[config.mk]
export PLATFORM = sky130hd
export DESIGN_NAME = lcg_shuffle_word_scrambler
export DESIGN_NICKNAME = d
export VERILOG_FILES = /design/src/hw/rtl/lcgsw_pkg.sv /design/src/hw/rtl/lcg_shuffle_word_scrambler.sv /design/src/hw/rtl/lcgsw_ctrl.sv /design/src/hw/rtl/lcgsw_dp.sv
export SDC_FILE = /design/constraint.sdc
export NUM_CORES = 1
export LEC_CHECK = 0
export BUFFER_PORTS_ARGS = -buffer_cell sky130_fd_sc_hd__buf_2
export CAP_MARGIN = 40
export CELL_PAD_IN_SITES_DETAIL_PLACEMENT = 0
export CELL_PAD_IN_SITES_GLOBAL_PLACEMENT = 2
export CORE_MARGIN = 5
export CORE_UTILIZATION = 40
export CTS_CLUSTER_DIAMETER = 40
export DETAILED_ROUTE_END_ITERATION = 6
export PLACE_DENSITY = 0.89
export SLEW_MARGIN = 25
export SYNTH_ARGS = -nofsm -noshare
export SYNTH_HDL_FRONTEND = slang
export SYNTH_HIERARCHICAL = 1
export SYNTH_SLANG_ARGS = --single-unit
[constraint.sdc]
create_clock -name clk -period 13.8 [get_ports clk]
set_input_delay 1.38 -clock clk [delete_from_list [all_inputs] [get_ports clk]]
set_output_delay 1.38 -clock clk [all_outputs]
set_load 0.1 [all_outputs]
[src/hw/rtl/lcgsw_pkg.sv]
// package for the lcg shuffle word scrambler
// holds generator constants, the generator step function and control types
// no dependencies
`default_nettype none

package lcgsw_pkg;

  localparam logic [31:0] LCG_MULT  = 32'd1664525;
  localparam logic [31:0] LCG_INC   = 32'd1013904223;
  localparam int unsigned SEL_SHIFT = 30;

  localparam int unsigned WORD_W = 32;
  localparam int unsigned IDX_W  = 2;

  typedef logic [WORD_W-1:0] word_t;
  typedef logic [IDX_W-1:0]  idx_t;

  typedef enum logic [2:0] {
    S_IDLE = 3'b001,
    S_FILL = 3'b010,
    S_WORD = 3'b100
  } state_t;

  // controller to datapath
  typedef struct packed {
    logic accept;     // latch the input item
    logic first;      // accepted item starts a sector
    logic step_fill;  // one generator step into the table
    idx_t fill_idx;   // table entry written by a fill step
    logic step_word;  // word step, result goes to the output register
  } cmd_t;

  // datapath to controller
  typedef struct packed {
    logic out_free;   // output register can take a result this cycle
  } status_t;

  function automatic word_t lcg_next(input word_t g);
    word_t prod;
    prod = LCG_MULT * g;
    return prod + LCG_INC;
  endfunction

endpackage

`default_nettype wire

[src/hw/rtl/lcg_shuffle_word_scrambler.sv]
// lcg shuffle word scrambler: a plain word is accepted, then scrambled in a word step;
// a first-of-sector word has seed load plus four table fill steps before its word step
// a new item is taken only once the last word step is done, and that step waits for a
// free output register; the single generator multiply-add serves fill and word steps
// synchronous active-high reset clears generator and shuffle table to zero and empties
// the output register
`default_nettype none

module lcg_shuffle_word_scrambler (
  input  wire logic        clk,
  input  wire logic        rst,
  // input items
  input  wire logic        in_valid,
  output logic             in_ready,
  input  wire logic        first_word,
  input  wire logic [31:0] sector_seed,
  input  wire logic [31:0] data_word,
  // result items
  output logic             out_valid,
  input  wire logic        out_ready,
  output logic [31:0]      scrambled_word
);

  // command and status between controller and datapath
  lcgsw_pkg::cmd_t    cmd;
  lcgsw_pkg::status_t status;

  // controller: idle, table fill (entry 3 down to 0), word step
  lcgsw_ctrl u_ctrl (
    .clk        (clk),
    .rst        (rst),
    .in_valid   (in_valid),
    .first_word (first_word),
    .in_ready   (in_ready),
    .status     (status),
    .cmd        (cmd)
  );

  // datapath: generator, shuffle table and output register
  // the output register lets the next item enter while a result waits
  lcgsw_dp u_dp (
    .clk            (clk),
    .rst            (rst),
    .cmd            (cmd),
    .status         (status),
    .sector_seed    (sector_seed),
    .data_word      (data_word),
    .out_valid      (out_valid),
    .out_ready      (out_ready),
    .scrambled_word (scrambled_word)
  );

endmodule

`default_nettype wire

[src/hw/rtl/lcgsw_ctrl.sv]
// controller state machine for the lcg shuffle word scrambler
// sequences table fill and word steps; uses lcgsw_pkg
`default_nettype none

module lcgsw_ctrl (
  input  wire logic              clk,
  input  wire logic              rst,
  input  wire logic              in_valid,
  input  wire logic              first_word,
  output logic                   in_ready,
  input  wire lcgsw_pkg::status_t status,
  output lcgsw_pkg::cmd_t        cmd
);

  lcgsw_pkg::state_t state, state_next;
  lcgsw_pkg::idx_t   fill_idx, fill_idx_next;

  logic accept;

  assign in_ready = (state == lcgsw_pkg::S_IDLE);
  assign accept   = in_valid && in_ready;

  always_comb begin
    state_next    = state;
    fill_idx_next = fill_idx;
    cmd           = '0;
    cmd.fill_idx  = fill_idx;
    case (state)
      lcgsw_pkg::S_IDLE: begin
        if (accept) begin
          cmd.accept = 1'b1;
          cmd.first  = first_word;
          if (first_word) begin
            fill_idx_next = '1;
            state_next    = lcgsw_pkg::S_FILL;
          end else begin
            state_next = lcgsw_pkg::S_WORD;
          end
        end
      end
      lcgsw_pkg::S_FILL: begin
        cmd.step_fill = 1'b1;
        fill_idx_next = fill_idx - 1'b1;
        if (fill_idx == '0) begin
          state_next = lcgsw_pkg::S_WORD;
        end
      end
      lcgsw_pkg::S_WORD: begin
        // wait here until the output register is free
        if (status.out_free) begin
          cmd.step_word = 1'b1;
          state_next    = lcgsw_pkg::S_IDLE;
        end
      end
      default: begin
        state_next = lcgsw_pkg::S_IDLE;
      end
    endcase
  end

  always_ff @(posedge clk) begin
    if (rst) begin
      state    <= lcgsw_pkg::S_IDLE;
      fill_idx <= '0;
    end else begin
      state    <= state_next;
      fill_idx <= fill_idx_next;
    end
  end

endmodule

`default_nettype wire

[src/hw/rtl/lcgsw_dp.sv]
// datapath for the lcg shuffle word scrambler
// generator register, shuffle table, word register and output register; uses lcgsw_pkg
`default_nettype none

module lcgsw_dp (
  input  wire logic              clk,
  input  wire logic              rst,
  input  wire lcgsw_pkg::cmd_t   cmd,
  output lcgsw_pkg::status_t     status,
  input  wire lcgsw_pkg::word_t  sector_seed,
  input  wire lcgsw_pkg::word_t  data_word,
  output logic                   out_valid,
  input  wire logic              out_ready,
  output lcgsw_pkg::word_t       scrambled_word
);

  lcgsw_pkg::word_t gen;
  lcgsw_pkg::word_t word_reg;
  lcgsw_pkg::word_t shuf [4];

  lcgsw_pkg::word_t gen_step;
  lcgsw_pkg::idx_t  sel;

  assign gen_step = lcgsw_pkg::lcg_next(gen);
  assign sel      = lcgsw_pkg::idx_t'(gen_step >> lcgsw_pkg::SEL_SHIFT);

  assign status.out_free = !out_valid || out_ready;

  always_ff @(posedge clk) begin
    if (rst) begin
      gen     <= '0;
      shuf[0] <= '0;
      shuf[1] <= '0;
      shuf[2] <= '0;
      shuf[3] <= '0;
    end else begin
      if (cmd.accept && cmd.first) begin
        gen <= sector_seed;
      end else if (cmd.step_fill) begin
        gen                <= gen_step;
        shuf[cmd.fill_idx] <= gen_step;
      end else if (cmd.step_word) begin
        gen       <= gen_step;
        shuf[sel] <= gen_step;
      end
    end
  end

  always_ff @(posedge clk) begin
    if (cmd.accept) begin
      word_reg <= data_word;
    end
    if (cmd.step_word) begin
      scrambled_word <= word_reg ^ shuf[sel];
    end
  end

  always_ff @(posedge clk) begin
    if (rst) begin
      out_valid <= 1'b0;
    end else if (cmd.step_word) begin
      out_valid <= 1'b1;
    end else if (out_ready) begin
      out_valid <= 1'b0;
    end
  end

endmodule

`default_nettype wire

=== Word-level counts from Yosys, hierarchy flattened ===
Memories as Yosys holds them, arrays and structs flattened.
Cells that the tools add are included.

* Input port bits: 69
* Logic and storage cells: 65
* Memories: 1
* Bits in registers: 102
* Bits in writable memories: 128

{| class="wikitable"
|+ Memory list
! name !! depth !! bits a word !! read ports !! clocked after memory_dff !! write ports !! RTL line !! RTL
|-
| u_dp.shuf || 4 || 32 || 1 || 0 || 4 || lcgsw_dp.sv:19 || <nowiki>lcgsw_pkg::word_t shuf [4];</nowiki>
|}

* Equal/unequal tests: 7
* Multiplexer cells: 35
* Add/sub/neg operators: 2
* Reductions and logical operators: 12
* Bitwise logic cells: 1
* Multipliers: 1

{| class="wikitable"
|+ Operators with widths
! kind !! count
|-
| 32-bit 2-to-1 mux || 5
|-
| 32-bit OR reduction || 2
|-
| 32-bit by 30-bit adder with 32-bit output, second input constant || 1
|-
| 21-bit by 32-bit multiplier with 32-bit output, first input constant || 1
|-
| 32-bit bitwise XOR || 1
|-
| 1-bit 2-to-1 mux || 18
|-
| 2-bit 2-to-1 mux || 6
|-
| 3-bit 2-to-1 mux || 4
|-
| 3-bit case mux with 3 select lines || 1
|-
| 2-bit != test, second input constant || 3
|-
| 3-bit AND reduction || 2
|-
| 2-bit case mux with 2 select lines || 1
|-
| 2-bit nonzero test || 2
|-
| 3-bit by 1-bit == test with 1-bit output, second input constant || 1
|-
| 3-bit by 2-bit == test with 1-bit output, second input constant || 1
|-
| 3-bit == test, second input constant || 1
|-
| 3-bit nonzero test || 1
|-
| 1-bit logical AND || 2
|-
| 2-bit zero test || 1
|-
| 2-bit by 1-bit != test with 1-bit output, second input constant || 1
|-
| 2-bit by 1-bit subtractor with 2-bit output, second input constant || 1
|-
| 1-bit zero test || 1
|-
| 1-bit logical OR || 1
|}

=== Longest topological paths before layout ===
Gate-level depths: netlist of run 1.

* Depth in word-level cells: 11
* Gate-level depth with buffers: 26
* Depth with buffers taken out: 24

=== Hierarchy ===
Netlist of run 1, hierarchy kept.

{| class="wikitable"
|+ Modules (own cells, without submodules)
! module !! area each (sq um) !! cells each !! instances
|-
| lcgsw_dp || 20230.7 || 2045 || 1
|-
| lcgsw_ctrl || 327.8 || 36 || 1
|}

=== Least setup slack after synthesis of run 1 ===
OpenSTA, ideal clock, no wires.

* Path kind: register -> register
* From: register u_dp.gen[1]
* To: memory u_dp/shuf[1][0] (netlist name), enable pin
* Path slack: 6455 ps
* Stages on the path, launching flop included: 20
* Buffers on the path: 1
* Data arrival time: 6951 ps
* Clock period less this slack: 7345 ps
* Library setup time: 394 ps
* Cells stage by stage: dfxtp_1 -> inv_1 -> ha_1 -> and2_1 -> fa_1 -> fa_1 -> fa_1 -> fa_1 -> fa_1 -> ha_1 -> a21o_1 -> a21o_1 -> a221oi_2 -> a21oi_2 -> a2111oi_4 -> a211oi_1 -> o31a_1 -> or4_1 -> buf_2 -> nand2b_1

{| class="wikitable"
|+ RTL lines
! item !! RTL line !! RTL
|-
| from (decl) || lcgsw_dp.sv:17 || <nowiki>lcgsw_pkg::word_t gen;</nowiki>
|-
| from (signal assigned) || lcgsw_dp.sv:38 || <nowiki>gen <= sector_seed;</nowiki>
|-
| from (signal assigned) || lcgsw_dp.sv:40 || <nowiki>gen <= gen_step;</nowiki>
|-
| from (signal assigned) || lcgsw_dp.sv:43 || <nowiki>gen <= gen_step;</nowiki>
|-
| to (decl) || lcgsw_dp.sv:19 ||
|}

==> run summary, run 1 <==
WHS Path Cells: 2
count of different cell masters after synthesis: 72
synth top area cells: edfxtp_1, fa_1, ha_1
Final period util: 61.7%
# clock sinks: 230
Via-to-Cell Ratio: 5.92
busiest grt layer: met2
final setup vio count: 0
CTS clk-pin slew, worst paths: 0.06 ns
Pins Over Slew Limit: 0
number of global-route vias before repair: 17000
area of the core: 0.0511 mm²
WS Path Type: reg -> reg
first-pass GRT wire length: 96.4 mm
placed insts: 2753
Final HPWL DP: 42.6 mm
Die Y: 237 µm
outcome: finished clean
CP max FO: 67
Seq/Total Area, Yosys: 31.7%
final net count: 2493
post_cts resized: 0
final wirelength: 61.2 mm
met1 global-route usage: 28.7%
Post-CTS Setup Inserts: 0
Worst Skew: 0.0591 ns
IO Port Bufs: 102
Skew-Pair Late Insertion Delay: 0.59 ns
ant diodes: 0
DR vias: 16900
io pins: 103
initial core utilization: 40.2%
Startpoint Class: flip-flop
Crit. End Element: flip-flop
Mapped Cells: 2081
gr usage total: 21.3%
die width: 237 µm
Area growth syn-to-layout: 14.9%
ys flop type: edfxtp_1
Synth Cell Area: 0.0206 mm²
list of most frequent post-synthesis cells: inv_1, edfxtp_1, ha_1, nor2_1, fa_1
reg-to-reg setup timing slack: 5.28 ns
initial antenna violation count: 2
r2r endpoint: u_dp/shuf[1][1]
setup TNS: 0 ns
Hold Crit Class: reg -> reg
reg2reg start: u_dp/gen[1]
Post-synth EDFFs: 192
GRT met3 Usage: 4.10%
Root Driver: clkbuf_16
Hold Vio Cnt, Final: 0
largest net degree at the start of global routing: 68
met2 GRT Util: 34.9%
WL per Instance: 21.5 µm
Synth Net Count: 2448
max_slew headroom: 41.5%
Yosys warnings: 6
Final ANT Viol Nets: 0
FF+latch count, synth: 230
die area: 0.0560 mm²
RSZ-0062 raised after global routing: false
CTS Buf Count: 50
hold endpoint: u_ctrl/fill_idx[1]
DRC violations left: 0
H-tree levels: 2
CTS tree: built
Bufs on Longest Clock Path: 3
Hold Crit Start: u_ctrl/fill_idx[1]
Syn Area/Cell: 9.88 µm²
area leader, netlist: edfxtp_1
CP Data Arrival Time: 8.77 ns
max frequency: 117 MHz
Post-Route Utilization: 46.2%
Reg with most FFs: u_dp/shuf
hold_buf cts: 0
post-route insts no fill: 2846
max FFs per register: 128
worst hold slack: 0.509 ns
worst-margin pin slew: 0.878 ns
gp weighted congestion: 0.927
min cycle time layout: 8.52 ns
Required @ worst endpoint: 14.05 ns
top cell type's share of synthesized area: 28.0%
Post-synth ARST share: 0%
num rows: 83
grt ovf: 0
DRT iter0 DRCs: 1431
top-count cell post-synth: inv_1
layout cell share with drive strength beyond 1: 12.0%
Max-cap violations: 0
Reg2Reg Depth: 21
DRT Pass-1 Iters: 6
[routing by layer]
metal  up-vias  part of all wire (%)
met5         -                 0.018
met4         2                   2.9
met3       105                   6.4
met1      8403                    44
met2       552                    46
li1       7797                     -
[worst max-delay path, stage by stage, from the launching register on]
cell	delay, ns
dfxtp_1	0.59
inv_1	0.21
ha_1	0.40
and2_1	0.22
fa_1	0.53
fa_1	0.57
fa_1	0.43
fa_1	0.51
fa_1	0.41
ha_1	0.35
a21o_1	0.22
a21o_1	0.21
a221oi_2	0.30
a21oi_2	0.17
a2111oi_4	0.49
a211oi_4	0.10
buf_4	0.39
o31a_1	0.40
or4_1	0.49
buf_4	0.26
nand2b_1	0.48
buf_4	0.42
[cell type report]
| cell class | instances | area (µm²) |
|---|---|---|
| fill | 4830 | 27500 |
| multi-input combinational | 1415 | 12400 |
| sequential | 230 | 6530 |
| clock buffer | 55 | 1320 |
| inverter | 296 | 1110 |
| tap | 680 | 851 |
| timing repair buffer | 133 | 833 |
| clock inverter | 37 | 538 |
[cell families (layout without fill, tap and decap cells)]
| group | Yosys count | after routing | synth area share, % |
|---|---|---|---|
| xor+xnor | 50 | 50 | 2.13 |
| flops | 230 | 230 | 31.7 |
| compound gates | 626 | 626 | 23.7 |
| buf+inv | 436 | 521 | 8.12 |
| fa+ha+maj | 298 | 298 | 23.1 |
| mux | 4 | 4 | 0.195 |
| simple gates | 437 | 437 | 11.0 |
[cells in the final DEF (no fill, tap or decap), drive strengths merged, types with 69 or more instances in the layout]
cell    count
a21boi    127
a21oi      99
a22oi      69
buf       133
edfxtp    192
fa        137
ha        161
inv       302
nand2      78
nor2      146
[stage by stage]
stage / worst slack, ns / cell area (µm²)
2_1_floorplan: 6.46 / 20600
6_report: 5.28 / 23600
3_5_place_dp: 5.23 / 21700
3_3_place_gp: 5.43 / 21600
4_1_cts: 5.27 / 23600
5_1_grt: 4.82 / 23600
[worst max-delay path by stage]
stage	startpoint	to	slack, ns
4_1_cts	u_dp/gen[1]	u_dp/shuf[1][1]	5.27
3_5_place_dp	u_dp/gen[1]	u_dp/shuf[1][10]	5.23
5_1_grt	u_dp/gen[1]	u_dp/shuf[1][1]	4.82
3_3_place_gp	u_dp/gen[1]	u_dp/shuf[1][11]	5.43
2_1_floorplan	u_dp/gen[1]	u_dp/shuf[1][0]	6.46
6_report	u_dp/gen[1]	u_dp/shuf[1][1]	5.28
Power of run 1 is not shown: default switching activity piles up to over one toggle a cycle in this logic, so the estimate is an artifact.
==> inputs of run 2 (changes only) <==
clock period = 8.9 ns   (was 13.8 ns; I/O delays follow)
==> run summary, run 2 (synthesis gave the netlist of run 1 again) <==
outcome: finished clean
Reg with most FFs: u_dp/shuf
Crit. End Element: flip-flop
DRT iter0 DRCs: 1325 (-7.4%)
initial antenna violation count: 0 (-2)
setup TNS: 0 ns (unchanged)
commonest non-fill, non-tap cells in the layout: inv_1, edfxtp_1, ha_1, nor2_1, fa_1
Critical Path Most Common Cell: fa_1
Final period util: 88.8% (+27 points)
num rows: 83 (unchanged)
IO Port Bufs: 102 (unchanged)
first-pass GRT wire length: 97.2 mm (+0.86%)
final net count: 2507 (+0.56%)
CTS tree: built
Root Driver: clkbuf_16
CTS Buf Count: 46 (-8.0%)
min cycle time layout: 7.90 ns (-0.612 ns)
CP Data Arrival Time: 8.32 ns (-0.45 ns)
Post-CTS Setup Inserts: 0 (unchanged)
max_slew headroom: 43.4% (+1.9 points)
# clock sinks: 230 (unchanged)
die area: 0.0560 mm² (unchanged)
Required @ worst endpoint: 9.32 ns (-4.73 ns)
Startpoint Class: flip-flop
layout cell share with drive strength beyond 1: 12.2% (+0.21 points)
Skew-Pair Late Insertion Delay: 0.57 ns (-0.02 ns)
ant diodes: 0 (unchanged)
DR vias: 16900 (-0.012%)
gr usage total: 21.7% (+0.40 points)
Final ANT Viol Nets: 0 (unchanged)
number of global-route vias before repair: 17200 (+0.65%)
Die Y: 237 µm (unchanged)
worst-path cell chain: inv_1 -> ha_1 -> xnor2_1 -> ha_1 -> a21o_1 -> fa_1 -> fa_1 -> inv_1 -> fa_1 -> inv_1 -> fa_1 -> fa_1 -> ha_1 -> a211oi_1 -> o21ai_1 -> o22ai_1 -> nor3_1 -> a21o_1 -> o2111ai_4 -> buf_4 -> a21boi_0 -> o311a_1 -> nor4_1 -> buf_4
DRT Pass-1 Iters: 6 (unchanged)
Via-to-Cell Ratio: 5.90 (-0.40%)
Worst Skew: 0.0246 ns (-0.0345 ns)
final setup vio count: 0 (unchanged)
hold_buf cts: 0 (unchanged)
CTS clk-pin slew, worst paths: 0.05 ns (about the same)
io pins: 103 (unchanged)
post_cts resized: 0 (unchanged)
gp weighted congestion: 0.944 (+1.8%)
Hold Crit Class: in -> reg
Crit path buffers/inverters: 5 (+1)
WL per Instance: 21.9 µm (+1.8%)
CP max FO: 22 (-67%)
grt ovf: 0 (unchanged)
final wirelength: 62.6 mm (+2.2%)
RSZ-0062 raised after global routing: false
max FFs per register: 128 (unchanged)
max frequency: 127 MHz (+7.7%)
H-tree levels: 2 (unchanged)
Max-cap violations: 0 (unchanged)
Final HPWL DP: 43.9 mm (+3.0%)
max incr delay on CP: 0.66 ns (+0.07 ns)
# fillers: 4854 (+0.50%)
commonest non-fill, non-tap cell in the layout: inv_1
Area growth syn-to-layout: 13.7%
initial core utilization: 40.2% (unchanged)
worst-margin pin slew: 0.849 ns (-0.0289 ns)
DRC violations left: 0 (unchanged)
Hold Vio Cnt, Final: 0 (unchanged)
critical path's slowest cell: o2111ai_4
area of the core: 0.0511 mm² (unchanged)
Bufs on Longest Clock Path: 3 (unchanged)
WS Path Type: reg -> reg
largest net degree at the start of global routing: 129 (+90%)
Pins Over Slew Limit: 0 (unchanged)
die width: 237 µm (unchanged)
Top delay family on crit path: adder cells
-- run 2: cell types whose count changed in the layout (fill, tap and decap cells not counted), moves of 3 or more --
| cell | delta |
|---|---|
| buf_4 | +19 |
| clkinv_4 | -8 |
| clkinvlp_4 | +7 |
| bufinv_16 | -6 |
| clkbuf_16 | -5 |
| clkbuf_1 | +4 |
| clkbuf_8 | -3 |
| inv_6 | +3 |
-- run 2: per-layer routing --
metal / vias to the layer above / share of wire, % / GRT usage [%]
met5: - / 0 / 0
met4: 0 / 2.5 / 6.89
met3: 113 / 5.2 / 3.10
met2: 519 / 48 / 36.6
met1: 8411 / 44 / 29.1
li1: 7814 / - / -
-- run 2: path summary, 6_finish.rpt --
check / startpoint / end / slack, ns / depth (start not counted)
setup / recovery: u_dp/gen[1] / u_dp/scrambled_word[17] / 1.0 / 24
hold / removal: data_word[14] / u_dp/word_reg[14] / 0.50 / 1
setup reg to reg: u_dp/gen[1] / u_dp/scrambled_word[17] / 1.0 / 24
hold reg to reg: u_ctrl/fill_idx[1] / u_ctrl/fill_idx[1] / 0.50 / 2
-- run 2: layout make-up --
class	count	area (µm²)	area share (%)
clock buffer	51	1170	5.00
clock inverter	34	329	1.41
inverter	296	1110	4.75
multi-input combinational	1415	12400	53.2
sequential	230	6530	27.9
tap	680	851	3.64
timing repair buffer	151	943	4.04
-- run 2: metrics by stage --
step / setup slack [ns] / std cells / area (µm²) / util, % / hold WS (ns)
2_1_floorplan: 1.56 / 2081 / 20600 / - / 0.457
3_3_place_gp: 1.11 / 2768 / 21800 / 42.7 / 0.483
3_5_place_dp: 1.06 / 2771 / 21900 / 42.8 / 0.489
4_1_cts: 1.05 / 2856 / 23400 / 45.7 / 0.464
5_1_grt: 0.484 / 2857 / 23400 / 45.7 / 0.477
6_report: 0.996 / 2857 / 23400 / 45.7 / 0.495
Power of run 2 is left out for the same reason.
==> inputs of run 3 (changes only) <==
clock period = 7.91 ns   (was 8.9 ns; I/O delays follow)
==> run summary, run 3 (synthesis gave the netlist of run 1 again) <==
CP max FO: 64 (+190%)
setup TNS: 0 ns (unchanged)
Area growth syn-to-layout: 14.6%
initial antenna violation count: 0 (unchanged)
reg-to-reg setup timing slack: 0.36 ns (-0.64 ns)
max frequency: 132 MHz (+4.7%)
post-place setup slack: 0.302 ns (-0.755 ns)
max FFs per register: 128 (unchanged)
area of the core: 0.0511 mm² (unchanged)
worst-margin pin slew: 0.843 ns (-0.00624 ns)
initial core utilization: 40.2% (unchanged)
Via-to-Cell Ratio: 5.89 (-0.19%)
Skew-Pair Late Insertion Delay: 0.57 ns (about the same)
Reg2Reg Depth: 23 (-4.2%)
hold_buf cts: 0 (unchanged)
CTS Buf Count: 46 (unchanged)
DP Area: 0.0219 mm² (+0.41%)
num rows: 83 (unchanged)
r2r endpoint: u_dp/scrambled_word[22]
RSZ-0062 raised after global routing: false
Hold Vio Cnt, Final: 0 (unchanged)
commonest non-fill, non-tap cells in the layout: inv_1, edfxtp_1, ha_1, nor2_1, fa_1
WS Path Type: reg -> reg
Bufs on Longest Clock Path: 3 (unchanged)
min cycle time layout: 7.55 ns (-0.354 ns)
outcome: finished clean
layout cell share with drive strength beyond 1: 12.0% (-0.20 points)
Final ANT Viol Nets: 0 (unchanged)
Startpoint Class: flip-flop
gp weighted congestion: 0.917 (-2.8%)
DR vias: 16800 (-0.33%)
Root Driver: clkbuf_16
Required @ worst endpoint: 8.21 ns (-1.11 ns)
Post-CTS Setup Inserts: 0 (unchanged)
Max-cap violations: 0 (unchanged)
DRT iter0 DRCs: 1231 (-7.1%)
CTS clk-pin slew, worst paths: 0.05 ns (about the same)
final wirelength: 61.4 mm (-1.8%)
Final HPWL DP: 42.4 mm (-3.4%)
final net count: 2502 (-0.20%)
CP Data Arrival Time: 7.85 ns (-0.47 ns)
Die Y: 237 µm (unchanged)
WL per Instance: 21.5 µm (-1.7%)
# clock sinks: 230 (unchanged)
Layout Cell Area excl Fill: 0.0236 mm² (+0.81%)
final setup vio count: 0 (unchanged)
gr usage total: 21.6% (-0.17 points)
Post-Route Utilization: 46.1% (+0.37 points)
IO Port Bufs: 102 (unchanged)
commonest non-fill, non-tap cell in the layout: inv_1
PnR worst setup slack: 0.360 ns (-0.636 ns)
post_cts resized: 0 (unchanged)
Pins Over Slew Limit: 0 (unchanged)
Reg with most FFs: u_dp/shuf
first-pass GRT wire length: 97.1 mm (about the same)
max_slew headroom: 43.8% (+0.42 points)
die area: 0.0560 mm² (unchanged)
Critical Path Sink: u_dp/scrambled_word[22]
# fillers: 4808 (-0.95%)
Worst Skew: 0.0190 ns (-0.00559 ns)
launch point of the worst path: u_dp/gen[2]
Final period util: 95.4% (+6.6 points)
DRT Pass-1 Iters: 5 (-1)
H-tree levels: 2 (unchanged)
die width: 237 µm (unchanged)
Hold Crit Class: in -> reg
reg2reg start: u_dp/gen[2]
Crit. End Element: flip-flop
io pins: 103 (unchanged)
DRC violations left: 0 (unchanged)
CTS tree: built
number of global-route vias before repair: 17100 (-0.31%)
largest net degree at the start of global routing: 129 (unchanged)
grt ovf: 0 (unchanged)
==> run 3: metrics by stage <==
step / cells / hold slack (ns)
floorplan: 2081 / 0.457
global placement: 2765 / 0.485
detailed placement: 2767 / 0.491
CTS: 2852 / 0.368
global route: 2852 / 0.375
finish: 2853 / 0.397
==> run 3: cell type report <==
class	instances	area, µm²	share of cell area (%)
Timing Repair Buffer	146	1030	4.36
Clock buffer	54	1200	5.10
Tap cell	680	851	3.61
Multi-Input combinational cell	1415	12400	52.8
Inverter	296	1110	4.71
Sequential cell	230	6530	27.7
Antenna cell	1	2.50	0.0106
Clock inverter	31	408	1.73
==> run 3: worst min path at each step <==
stage	cells past startpoint	slack, ns	end	startpoint
3_3_place_gp	2	0.49	u_ctrl/fill_idx[1]	u_ctrl/fill_idx[1]
5_1_grt	1	0.38	u_dp/word_reg[20]	data_word[20]
3_5_place_dp	2	0.49	u_ctrl/fill_idx[1]	u_ctrl/fill_idx[1]
2_1_floorplan	2	0.46	u_ctrl/fill_idx[1]	u_ctrl/fill_idx[1]
4_1_cts	1	0.37	u_dp/word_reg[14]	data_word[14]
6_report	1	0.40	u_dp/word_reg[14]	data_word[14]
==> run 3: routing by layer <==
| metal | wire length (µm) | GRT usage [%] | up-vias |
|---|---|---|---|
| met5 | 0 | 0 | - |
| met4 | 1610 | 6.77 | 0 |
| met3 | 3410 | 3.03 | 107 |
| met2 | 29400 | 36.0 | 509 |
| met1 | 27100 | 29.2 | 8369 |
| li1 | - | - | 7816 |
==> run 3: critical path: stages (launching register included) <==
cell       delay (ns)
dfxtp_1          0.49
inv_1            0.20
ha_1             0.37
xnor2_1          0.16
ha_1             0.18
a21o_1           0.17
fa_1             0.47
fa_1             0.49
inv_1            0.05
fa_1             0.47
inv_1            0.05
fa_1             0.49
fa_1             0.42
ha_1             0.37
a211oi_1         0.25
o21ai_1          0.14
o22ai_1          0.32
nor3_1           0.11
a21o_1           0.27
o2111ai_4        0.23
buf_6            0.41
a21boi_0         0.23
o311a_1          0.37
nor4_1           0.45
Power of run 3 is left out for the same reason.
